===== config.mk =====
export PLATFORM = sky130hd
export DESIGN_NAME = selective_repeat_receive_window_core
export DESIGN_NICKNAME = d
export VERILOG_FILES = /design/src/srrw_pkg.sv /design/src/srrw_ram.sv /design/src/srrw_out_reg.sv /design/src/srrw_ctrl.sv /design/src/selective_repeat_receive_window_core.sv
export SDC_FILE = /design/constraint.sdc
export NUM_CORES = 2
export LEC_CHECK = 0
export CORE_MARGIN = 2
export CORE_UTILIZATION = 54
export CTS_BUF_LIST = sky130_fd_sc_hd__clkbuf_8
export CTS_CLUSTER_DIAMETER = 80
export CTS_CLUSTER_SIZE = 8
export DETAILED_ROUTE_END_ITERATION = 10
export DONT_BUFFER_PORTS = 1
export PLACE_DENSITY_LB_ADDON = 0.15
export REMOVE_ABC_BUFFERS = 1
export SLEW_MARGIN = 0
export SYNTH_ARGS = -nofsm -noshare
export SYNTH_HDL_FRONTEND = slang
export SYNTH_SLANG_ARGS = --single-unit

===== constraint.sdc =====
create_clock -name clock -period 12.6 [get_ports clock]
set_input_delay 0.63 -clock clock [delete_from_list [all_inputs] [get_ports clock]]
set_output_delay 0.63 -clock clock [all_outputs]
set_load 0.02 [all_outputs]

===== src/srrw_pkg.sv =====
// Package for the selective-repeat receive window: widths, window size,
// result kind codes and the result record passed to the output stage.
// No dependencies.
package srrw_pkg;

   localparam int WINDOW     = 16;              // power of two, slot = seq mod WINDOW
   localparam int SLOT_W     = $clog2(WINDOW);
   localparam int SEQ_W      = 32;
   localparam int PAY_W      = 64;
   localparam int REQ_DATA_W = 96;              // seq + payload
   localparam int RSP_DATA_W = 104;             // seq + payload + done, padded to bytes
   localparam int RSP_PAD_W  = RSP_DATA_W - SEQ_W - PAY_W - 1;

   localparam logic [SEQ_W-1:0] SEQ_TOP = '1;

   typedef enum logic {
      KIND_ACK     = 1'b0,
      KIND_DELIVER = 1'b1
   } result_kind_type;

   typedef struct packed {
      result_kind_type  kind;
      logic [SEQ_W-1:0] seq;
      logic [PAY_W-1:0] payload;
      logic             last;
      logic             done;
   } result_type;

endpackage


===== src/srrw_ram.sv =====
// Generic single-write, single-read RAM with registered read data.
// No dependencies.
module srrw_ram #(
   parameter int WIDTH = 64,
   parameter int DEPTH = 16
) (
   input  logic                     clock,
   input  logic                     wr_en,
   input  logic [$clog2(DEPTH)-1:0] wr_addr,
   input  logic [WIDTH-1:0]         wr_data,
   input  logic                     rd_en,
   input  logic [$clog2(DEPTH)-1:0] rd_addr,
   output logic [WIDTH-1:0]         rd_data
);

   logic [WIDTH-1:0] mem_ff [DEPTH];
   logic [WIDTH-1:0] rd_data_ff;

   always_ff @(posedge clock) begin
      if (wr_en) begin
         mem_ff[wr_addr] <= wr_data;
      end
      if (rd_en) begin
         rd_data_ff <= mem_ff[rd_addr];
      end
   end

   assign rd_data = rd_data_ff;

endmodule


===== src/srrw_out_reg.sv =====
// Output register for result transfers: holds one result until taken.
// Depends on srrw_pkg.
module srrw_out_reg
   import srrw_pkg::*;
(
   input  logic                  clock,
   input  logic                  reset,
   input  logic                  load,
   input  result_type            load_data,
   output logic                  free,
   output logic                  rsp_tvalid,
   input  logic                  rsp_tready,
   output logic [RSP_DATA_W-1:0] rsp_tdata,
   output logic                  rsp_tuser,
   output logic                  rsp_tlast
);

   logic       valid_ff, valid_in;
   result_type data_ff, data_in;

   always_comb begin
      free     = !valid_ff || rsp_tready;
      valid_in = valid_ff && !rsp_tready;
      data_in  = data_ff;
      if (load) begin
         valid_in = 1'b1;
         data_in  = load_data;
      end
   end

   always_ff @(posedge clock) begin
      if (reset) begin
         valid_ff <= 1'b0;
      end else begin
         valid_ff <= valid_in;
      end
      data_ff <= data_in;
   end

   assign rsp_tvalid = valid_ff;
   assign rsp_tdata  = {RSP_PAD_W'(0), data_ff.done, data_ff.payload, data_ff.seq};
   assign rsp_tuser  = data_ff.kind;
   assign rsp_tlast  = data_ff.last;

endmodule


===== src/srrw_ctrl.sv =====
// Window controller: classifies arriving packets, keeps the window base, slot
// valid bits and done flag, and sequences in-order delivery out of the payload RAM.
// Depends on srrw_pkg.
module srrw_ctrl
   import srrw_pkg::*;
(
   input  logic                  clock,
   input  logic                  reset,
   input  logic                  csr_wr_en,
   input  logic [SEQ_W-1:0]      csr_wr_data,
   input  logic                  req_tvalid,
   output logic                  req_tready,
   input  logic [REQ_DATA_W-1:0] req_tdata,
   input  logic                  out_free,
   output logic                  out_load,
   output result_type            out_data,
   output logic                  ram_wr_en,
   output logic [SLOT_W-1:0]     ram_wr_addr,
   output logic [PAY_W-1:0]      ram_wr_data,
   output logic                  ram_rd_en,
   output logic [SLOT_W-1:0]     ram_rd_addr,
   input  logic [PAY_W-1:0]      ram_rd_data
);

   typedef enum logic [1:0] {
      S_IDLE,
      S_READ,
      S_EMIT
   } state_type;

   state_type          state_ff, state_in;
   logic [SEQ_W-1:0]   base_ff, base_in;
   logic [WINDOW-1:0]  valid_ff, valid_in;
   logic               done_ff, done_in;
   logic [SEQ_W-1:0]   count_ff, count_in;

   logic [SEQ_W-1:0]   req_seq;
   logic [PAY_W-1:0]   req_pay;
   logic [SEQ_W-1:0]   diff;
   logic [SEQ_W-1:0]   low;
   logic [SEQ_W-1:0]   base_next;
   logic               accept;
   logic               halted;
   logic               in_win;
   logic               behind;
   logic               del_last;
   logic               del_done;

   always_comb begin
      req_seq    = req_tdata[SEQ_W-1:0];
      req_pay    = req_tdata[SEQ_W +: PAY_W];
      req_tready = (state_ff == S_IDLE) && out_free;
      accept     = req_tvalid && req_tready;
      halted     = done_ff || (base_ff >= count_ff);
      diff       = req_seq - base_ff;
      in_win     = (req_seq >= base_ff) && (diff < SEQ_W'(WINDOW));
      // lower bound of the old range clamps at zero
      low        = (base_ff >= SEQ_W'(WINDOW)) ? base_ff - SEQ_W'(WINDOW) : '0;
      behind     = (req_seq < base_ff) && (req_seq >= low);
      base_next  = base_ff + SEQ_W'(1);

      state_in = state_ff;
      base_in  = base_ff;
      valid_in = valid_ff;
      done_in  = done_ff;
      count_in = csr_wr_en ? csr_wr_data : count_ff;

      out_load = 1'b0;
      out_data = '{kind: KIND_ACK, seq: req_seq, payload: '0, last: 1'b1, done: 1'b0};

      ram_wr_en   = 1'b0;
      ram_wr_addr = req_seq[SLOT_W-1:0];
      ram_wr_data = req_pay;
      ram_rd_en   = 1'b0;
      ram_rd_addr = base_ff[SLOT_W-1:0];

      del_last = 1'b1;
      del_done = base_next >= count_ff;

      unique case (state_ff)
         S_IDLE: begin
            if (accept) begin
               if (halted) begin
                  done_in = 1'b1;
               end else if (in_win) begin
                  if (!valid_ff[req_seq[SLOT_W-1:0]]) begin
                     ram_wr_en = 1'b1;
                     valid_in[req_seq[SLOT_W-1:0]] = 1'b1;
                  end
                  out_load      = 1'b1;
                  // packet at base always starts a delivery run
                  out_data.last = (req_seq != base_ff);
                  if (req_seq == base_ff) begin
                     state_in = S_READ;
                  end
               end else if (behind) begin
                  out_load = 1'b1;
               end
            end
         end
         S_READ: begin
            ram_rd_en = 1'b1;
            state_in  = S_EMIT;
         end
         S_EMIT: begin
            if (out_free) begin
               valid_in[base_ff[SLOT_W-1:0]] = 1'b0;
               base_in  = base_next;
               del_last = (base_next == SEQ_TOP) || !valid_in[base_next[SLOT_W-1:0]];
               out_load = 1'b1;
               out_data = '{kind: KIND_DELIVER, seq: base_ff, payload: ram_rd_data,
                            last: del_last, done: del_done};
               if (del_last) begin
                  done_in  = done_ff || del_done;
                  state_in = S_IDLE;
               end else begin
                  state_in = S_READ;
               end
            end
         end
         default: begin
            state_in = S_IDLE;
         end
      endcase
   end

   always_ff @(posedge clock) begin
      if (reset) begin
         state_ff <= S_IDLE;
         base_ff  <= '0;
         valid_ff <= '0;
         done_ff  <= 1'b0;
         count_ff <= '0;
      end else begin
         state_ff <= state_in;
         base_ff  <= base_in;
         valid_ff <= valid_in;
         done_ff  <= done_in;
         count_ff <= count_in;
      end
   end

endmodule


===== src/selective_repeat_receive_window_core.sv =====
// Selective-repeat receive window, top level.
// An acknowledgement is registered, so it is on rsp in the cycle after the req
// transfer. Each in-order delivery is a payload RAM read, then an output load that
// waits while the output register is full; req is not taken until the run is out.
// Reset clears window base, slot valid bits, done flag and packet count at once;
// payload RAM is not cleared and no clearing pass is needed.
module selective_repeat_receive_window_core
   import srrw_pkg::*;
(
   input  logic                  clock,
   input  logic                  reset,
   input  logic                  csr_wr_en,
   input  logic [SEQ_W-1:0]      csr_wr_data,   // packet_count
   input  logic                  req_tvalid,
   output logic                  req_tready,
   input  logic [REQ_DATA_W-1:0] req_tdata,     // seq_number, payload_word
   output logic                  rsp_tvalid,
   input  logic                  rsp_tready,
   output logic [RSP_DATA_W-1:0] rsp_tdata,     // result_seq, delivered_payload,
                                                // transfer_done, zero pad
   output logic                  rsp_tuser,     // result_kind
   output logic                  rsp_tlast      // last_of_run
);

   logic              out_free;
   logic              out_load;
   result_type        out_data;
   logic              ram_wr_en;
   logic [SLOT_W-1:0] ram_wr_addr;
   logic [PAY_W-1:0]  ram_wr_data;
   logic              ram_rd_en;
   logic [SLOT_W-1:0] ram_rd_addr;
   logic [PAY_W-1:0]  ram_rd_data;

   srrw_ram #(
      .WIDTH (PAY_W),
      .DEPTH (WINDOW)
   ) u_payload_ram (
      .clock   (clock),
      .wr_en   (ram_wr_en),
      .wr_addr (ram_wr_addr),
      .wr_data (ram_wr_data),
      .rd_en   (ram_rd_en),
      .rd_addr (ram_rd_addr),
      .rd_data (ram_rd_data)
   );

   srrw_ctrl u_ctrl (
      .clock       (clock),
      .reset       (reset),
      .csr_wr_en   (csr_wr_en),
      .csr_wr_data (csr_wr_data),
      .req_tvalid  (req_tvalid),
      .req_tready  (req_tready),
      .req_tdata   (req_tdata),
      .out_free    (out_free),
      .out_load    (out_load),
      .out_data    (out_data),
      .ram_wr_en   (ram_wr_en),
      .ram_wr_addr (ram_wr_addr),
      .ram_wr_data (ram_wr_data),
      .ram_rd_en   (ram_rd_en),
      .ram_rd_addr (ram_rd_addr),
      .ram_rd_data (ram_rd_data)
   );

   srrw_out_reg u_out_reg (
      .clock      (clock),
      .reset      (reset),
      .load       (out_load),
      .load_data  (out_data),
      .free       (out_free),
      .rsp_tvalid (rsp_tvalid),
      .rsp_tready (rsp_tready),
      .rsp_tdata  (rsp_tdata),
      .rsp_tuser  (rsp_tuser),
      .rsp_tlast  (rsp_tlast)
   );

endmodule


; Word-level counts from Yosys, hierarchy flattened
; Memory sizes are Yosys's and may differ from the RTL's. A register that Yosys moved wholly into a read port is not among the register bits.
; Index checks and enable logic that the tools add are counted.
[word_totals]
word_cells = 111
memories = 1
inputBits = 133
reg_bits = 183
mem_bits_rw = 1024
output_inout_bits = 108
[memory_table]
columns = name, depth, width, rd, rd_ports_with_merged_regs, write_ports, line_no
row1 = u_payload_ram.mem_ff, 16, 64, 1, 1, 1, srrw_ram.sv:16  ; logic [WIDTH-1:0] mem_ff [DEPTH];
[op_classes]
n_bitwise = 3
n_reduce_logical = 20
n_eq_ne = 13
order_cmp = 12
n_addsub = 3
mux = 48
[ops]
columns = op, count
row1 = $ge A32 B32 Y1, 4
row2 = $mux W99, 1
row3 = $mux W96, 1
row4 = $mux W16, 5
row5 = $add A32 B1 Y32 const B, 1
row6 = $eq A32 B32 Y1, 1
row7 = $eq A32 B32 Y1 const B, 1
row8 = $ge A32 B5 Y1 const B, 1
row9 = $lt A32 B32 Y1, 1
row10 = $lt A32 B5 Y1 const B, 1
row11 = $mux W32, 1
row12 = $ne A32 B32 Y1, 1
row13 = $pmux W16 S2, 1
row14 = $sub A32 B32 Y32, 1
row15 = $sub A32 B5 Y32 const B, 1
row16 = $mux W1, 26
row17 = $and A16 B16 Y16, 1
row18 = $not A16 Y16, 1
row19 = $or A16 B16 Y16, 1
row20 = $lt A4 B5 Y1 const B, 3
row21 = $mux W2, 5
row22 = $ne A2 B1 Y1 const B, 5
row23 = $reduce_and A5 Y1, 2
row24 = $bmux W1 S4, 2
row25 = 14 further kinds, 31

; Logic depth before layout (Yosys ltp)
[depth]
depth_word = 13
ltp_mapped = 22
depth_no_buf = 20

; Cells and area by module
; A second synthesis with hierarchy kept.
[unflattened]
cells_unflattened = 3242
hier_area_um2 = 54225.8
[by_module_without_submodules]
columns = mod, cells_each, area_each_um2, n_inst
row1 = srrw_ram, 1647, 40223.6, 1
row2 = srrw_ctrl, 1484, 10926.7, 1
row3 = srrw_out_reg, 111, 3075.4, 1

; Worst setup path after synthesis
; No wires, ideal clock.
[synth_path]
path_type = register to register
startpoint = register u_ctrl.base_ff[1]
endpoint = memory u_payload_ram.mem_ff[3][0], enable pin
arrival_time_ns = 10.290
path_buffers = 5
setup_slack_ns = 1.666
stages_incl_launch_ff = 18
synth_period_minus_slack_ns = 10.934
path_cell_list = dfxtp_1 -> clkbuf_1 -> clkbuf_1 -> buf_1 -> inv_1 -> ha_1 -> nor2b_1 -> o31a_1 -> o211a_1 -> or3_4 -> mux2i_1 -> o2111ai_1 -> a2111oi_2 -> nand4_1 -> or4b_1 -> buf_6 -> buf_8 -> nor4_1
[synth_via]
elab_chain_len = 9
elab_cells_between_ends = 12
classes_between = add/sub: 1 / order compare: 3 / mux: 6 / reduce/logical: 2
[synth_lines]
columns = element, line_no
row1 = from (decl), srrw_ctrl.sv:32  ; logic [SEQ_W-1:0] base_ff, base_in;
row2 = from (signal assigned), srrw_ctrl.sv:136  ; base_ff <= base_in;
row3 = $sub A32 B32 Y32, srrw_ctrl.sv:55  ; diff = req_seq - base_ff;
row4 = $lt A32 B5 Y1, srrw_ctrl.sv:56  ; in_win = (req_seq >= base_ff) && (diff < SEQ_W'(WINDOW));
row5 = $logic_and A1 B1 Y1, srrw_ctrl.sv:56
row6 = $mux W1, srrw_ctrl.sv:85  ; end else if (in_win) begin
row7 = $mux W1 *, srrw_ctrl.sv:83  ; if (halted) begin
row8 = $mux W1 *, srrw_ctrl.sv:82  ; if (accept) begin
row9 = $mux W1 *, srrw_ctrl.sv:80  ; unique case (state_ff)
row10 = $mux W1 *, srrw_ram.sv:20  ; if (wr_en) begin
row11 = $mux W1 (not written as such) *, srrw_ram.sv:21  ; mem_ff[wr_addr] <= wr_data;
row12 = to (decl), srrw_ram.sv:16
; Every way passes the cells marked *; elsewhere a longest branch is shown, timed or not.

; Worst setup path in the final report
[layout_path]
startpoint = register u_ctrl.base_ff[5]
endpoint = register u_out_reg.data_ff, in the netlist u_out_reg.rsp_tdata[65], enable pin
[layout_via]
elab_chain_len = 9
elab_cells_between_ends = 17
classes_between = add/sub: 2 / order compare: 6 / mux: 6 / reduce/logical: 3
[layout_lines]
columns = element, line_no
row1 = $sub A32 B5 Y32 / $ge A32 B5 Y1 (equally long branches), srrw_ctrl.sv:58  ; low = (base_ff >= SEQ_W'(WINDOW)) ? base_ff - SEQ_W'(WINDOW) : '0;
row2 = $mux W32, srrw_ctrl.sv:58
row3 = $ge A32 B32 Y1, srrw_ctrl.sv:59  ; behind = (req_seq < base_ff) && (req_seq >= low);
row4 = $logic_and A1 B1 Y1, srrw_ctrl.sv:59
row5 = $mux W1, srrw_ctrl.sv:96  ; end else if (behind) begin
row6 = $mux W1, srrw_ctrl.sv:85
row7 = $mux W1 *, srrw_ctrl.sv:83
row8 = $mux W1 *, srrw_ctrl.sv:82
row9 = $pmux W1 S2 *, srrw_ctrl.sv:80
row10 = via out_load, selective_repeat_receive_window_core.sv:26  ; logic out_load;
row11 = to (signal assigned), srrw_out_reg.sv:37  ; data_ff <= data_in;
row12 = to (decl), srrw_out_reg.sv:19  ; result_type data_ff, data_in;
; The timed path passes the listed nets; every way through them passes the cells marked *.
; A chain may end at the register's enable or synchronous reset.

==> results.json <==
{
  "status": "finished, final reports clean",
  "fmax_mhz": 148,
  "holdPathEnd": "u_out_reg.rsp_tdata[16]",
  "r2r_end": "u_out_reg.rsp_tdata[65]",
  "cp-start-kind": "register",
  "yosys_warnings": 0,
  "drive_gt1_share_pct": 18.8,
  "grt_overflow_total": 0,
  "period_minus_slack_ps": 6760,
  "vias": 29300,
  "r2r_slack_ps": 5840,
  "worst_pin_slew_ps": 1310,
  "cp.arrival_ps": 7250,
  "grt_start_max_net_pins": 124,
  "tritoncts": "done",
  "cts_max_path_buffers": 3,
  "core-area_um2": 98400,
  "skew_ps": 51.8,
  "postCtsSetupBuffers": 0,
  "clockRootBuffer": "clkbuf_8",
  "via_per_inst": 6.35,
  "syn_inst": 3035,
  "hold_depth": 2,
  "grt_pass1_wl_um": 199000,
  "synth_edf_count": 1187,
  "track_usage_pct": 26.7,
  "cap_violations": 0,
  "drcViolationCount": 0,
  "wirelength_um": 134000,
  "grt_pass1_vias": 30400,
  "avgSynthCellArea_um2": 17.7,
  "hold-worst-slack_ps": 90.8,
  "layout_commonest_cell": "edfxtp_1",
  "numCtsBuffers": 178,
  "worstHoldStart": "req_tdata[16]",
  "async_reset_ff_share_pct": 0,
  "p_per_area_nw_per_um2": 129,
  "rr_worst_depth": 20,
  "netlist_area_um2": 53600,
  "placed_cell_area_um2": 55100,
  "rsz0062_at_grt": "false",
  "final_max_slew_viol_count": 0,
  "grt_antenna_before_repair": 9,
  "timing.hold.worst.class": "in2reg",
  "post-route-period-util_pct": 53.6,
  "wire_per_inst_um": 29.1,
  "clock_sinks": 1271,
  "r2r-start": "u_ctrl.base_ff[5]",
  "area_delta_synth_final_pct": 10.9,
  "seq_area_frac_synth_pct": 69.6,
  "synthDistinctLibCells": 77,
  "ant_nets": 0,
  "die_area_um2": 102000,
  "dieWidth_um": 319,
  "ys_ff_latch": 1271,
  "dr.pass1.iters": 7,
  "row_count": 115,
  "final-hold-violation-count": 0,
  "worstPathRequired_ps": 13090,
  "gp_congestion": 0.936,
  "fin_area_um2": 59500,
  "p_leak_uw": 0.0191,
  "clk_latency_ps": 870,
  "path_clk_slew_ps": 60,
  "final_nets": 3535,
  "ir_worst_vdd_uv": 96.8,
  "ctsHoldBuffers": 150,
  "drt_iter0_drc": 2770,
  "mostFrequentLayoutCells": "edfxtp_1, mux4_2, clkbuf_8",
  "ys.flop_type": "edfxtp_1",
  "dpl.hpwl_um": 77400,
  "ios": 241,
  "h-tree-depth": 4,
  "cts_resized": 0,
  "critPathKind": "reg2reg",
  "cp_max_fo": 59,
  "portBuffers": 0,
  "fin_tns_setup_ps": 0,
  "die_h_um": 319,
  "endpoint_kind": "register",
  "maxSlewHeadroom_pct": 12.4,
  "start_util_pct": 54.5,
  "final-setup-viol-count": 0
}
## synthesized netlist by cell type (4+ instances only)
cell | n | area (um^2)
xor2_1 | 4 | 35.0
a21o_1 | 35 | 263
or2_2 | 5 | 31.3
nor3_1 | 39 | 195
o21a_1 | 11 | 82.6
ha_1 | 136 | 1700
nor4_1 | 25 | 156
o21ai_0 | 98 | 490
o31ai_1 | 5 | 37.5
o21bai_1 | 6 | 45.0
buf_2 | 6 | 30.0
clkbuf_1 | 116 | 435
a211oi_1 | 11 | 82.6
dfxtp_1 | 84 | 1680
or4_1 | 5 | 37.5
nor2b_1 | 12 | 75.1
and3_1 | 78 | 488
clkinv_1 | 9 | 33.8
buf_4 | 8 | 60.1
o211a_1 | 6 | 60.1
buf_1 | 27 | 101
mux2i_1 | 38 | 380
or3_1 | 15 | 93.8
nand3_1 | 59 | 295
edfxtp_1 | 1187 | 35600
nor2_1 | 121 | 454
and2_1 | 7 | 43.8
mux4_2 | 327 | 7360
a31oi_1 | 9 | 56.3
a21oi_1 | 79 | 395
nand4_1 | 46 | 288
xnor2_1 | 81 | 709
a2111oi_0 | 4 | 35.0
nand2b_1 | 10 | 62.6
nand2_1 | 167 | 627
inv_1 | 68 | 255
nand3b_1 | 15 | 113
o211ai_1 | 11 | 82.6
a21boi_0 | 4 | 30.0
## state kept, by name, indices dropped and copies added, names as in the netlist
signal / count
u_ctrl.count_ff: 32
u_out_reg.rsp_tuser: 1
u_out_reg.rsp_tvalid: 1
u_ctrl.base_ff: 32
u_ctrl.valid_ff: 16
u_out_reg.rsp_tdata: 97
u_ctrl.done_ff: 1
u_payload_ram.rd_data: 64
u_ctrl.state_ff: 2
u_out_reg.rsp_tlast: 1
u_payload_ram.mem_ff: 1024
## cell families (layout without fill, tap and decap cells)
kind of cell / after synthesis / in the layout / share of synthesized area [%]
mux: 366 / 366 / 14.5
buf+inv: 241 / 521 / 1.82
flops: 1271 / 1271 / 69.6
other cells: 1 / 13 / 0.00699
simple gates: 618 / 618 / 5.81
xor+xnor: 85 / 85 / 1.39
fa+ha+maj: 136 / 136 / 3.17
compound gates: 317 / 317 / 3.72
## layer usage
layer  vias to the layer above  track usage (%)  wire length [um]
met1                     15300             35.7             54500
met3                       226             6.39             10300
met4                         6             8.58              3600
li1                      12600                -                 -
met5                         -                0                39
met2                      1149             43.6             66000
## critical path, stage by stage, from the launching register on
cell      delay [ps]
dfxtp_1          380
inv_1            270
ha_1             260
nand2_1          160
nor4_1           830
nand3_1          300
or3_1            450
inv_1            200
nand2_1          570
nand2_1          250
ha_1             250
a21o_1           160
a21oi_1          130
o21ai_0          110
a31o_2           270
a211oi_1         440
o31ai_1          230
a211o_1          370
a21oi_1          170
a22oi_2           80
buf_4            380
## power breakdown
part / total, uW / internal (uW) / switching, uW / leakage [uW]
Clock: 2760 / 1300 / 1460 / 0.00155
Combinational: 250 / 92.2 / 158 / 0.00627
Sequential: 4650 / 4630 / 27.6 / 0.0113
Total: 7660 / 6020 / 1650 / 0.0191
## worst max path at each step
stage               cells after the start                            to  slack, ps         startpoint
global placement                       20       u_out_reg.rsp_tdata[90]       6040  u_ctrl.base_ff[5]
finish                                 20       u_out_reg.rsp_tdata[65]       5840  u_ctrl.base_ff[5]
floorplan                              17        u_out_reg.rsp_tdata[0]      -8970  u_ctrl.base_ff[0]
CTS                                    14  u_payload_ram.mem_ff[10][63]       5980  u_ctrl.base_ff[2]
global route                           14   u_payload_ram.mem_ff[14][2]       5540  u_ctrl.base_ff[2]
detailed placement                     14   u_payload_ram.mem_ff[14][2]       6020  u_ctrl.base_ff[2]
## final cells by class
type / count / area (um^2)
fillers: 7241 / 39000
flip-flops and latches: 1271 / 37300
well taps: 1287 / 1610
clock inverters: 55 / 300
diodes: 6 / 15.0
repair buffers: 208 / 1970
inverters: 78 / 295
multi-input cells: 1529 / 15500
clock buffers: 180 / 2480
## metrics by stage
stage	setup slack, ps	cells	total power, uW	util (%)
after global routing	5540	4613	7920	60.4
final	5840	4614	7660	60.4
after detailed placement	6020	4223	4900	56.0
after global placement	6040	4223	4900	56.0
after CTS	5980	4608	7730	60.4
after floorplan	-8970	2878	4850	-
(Power assumes the default switching activity.)
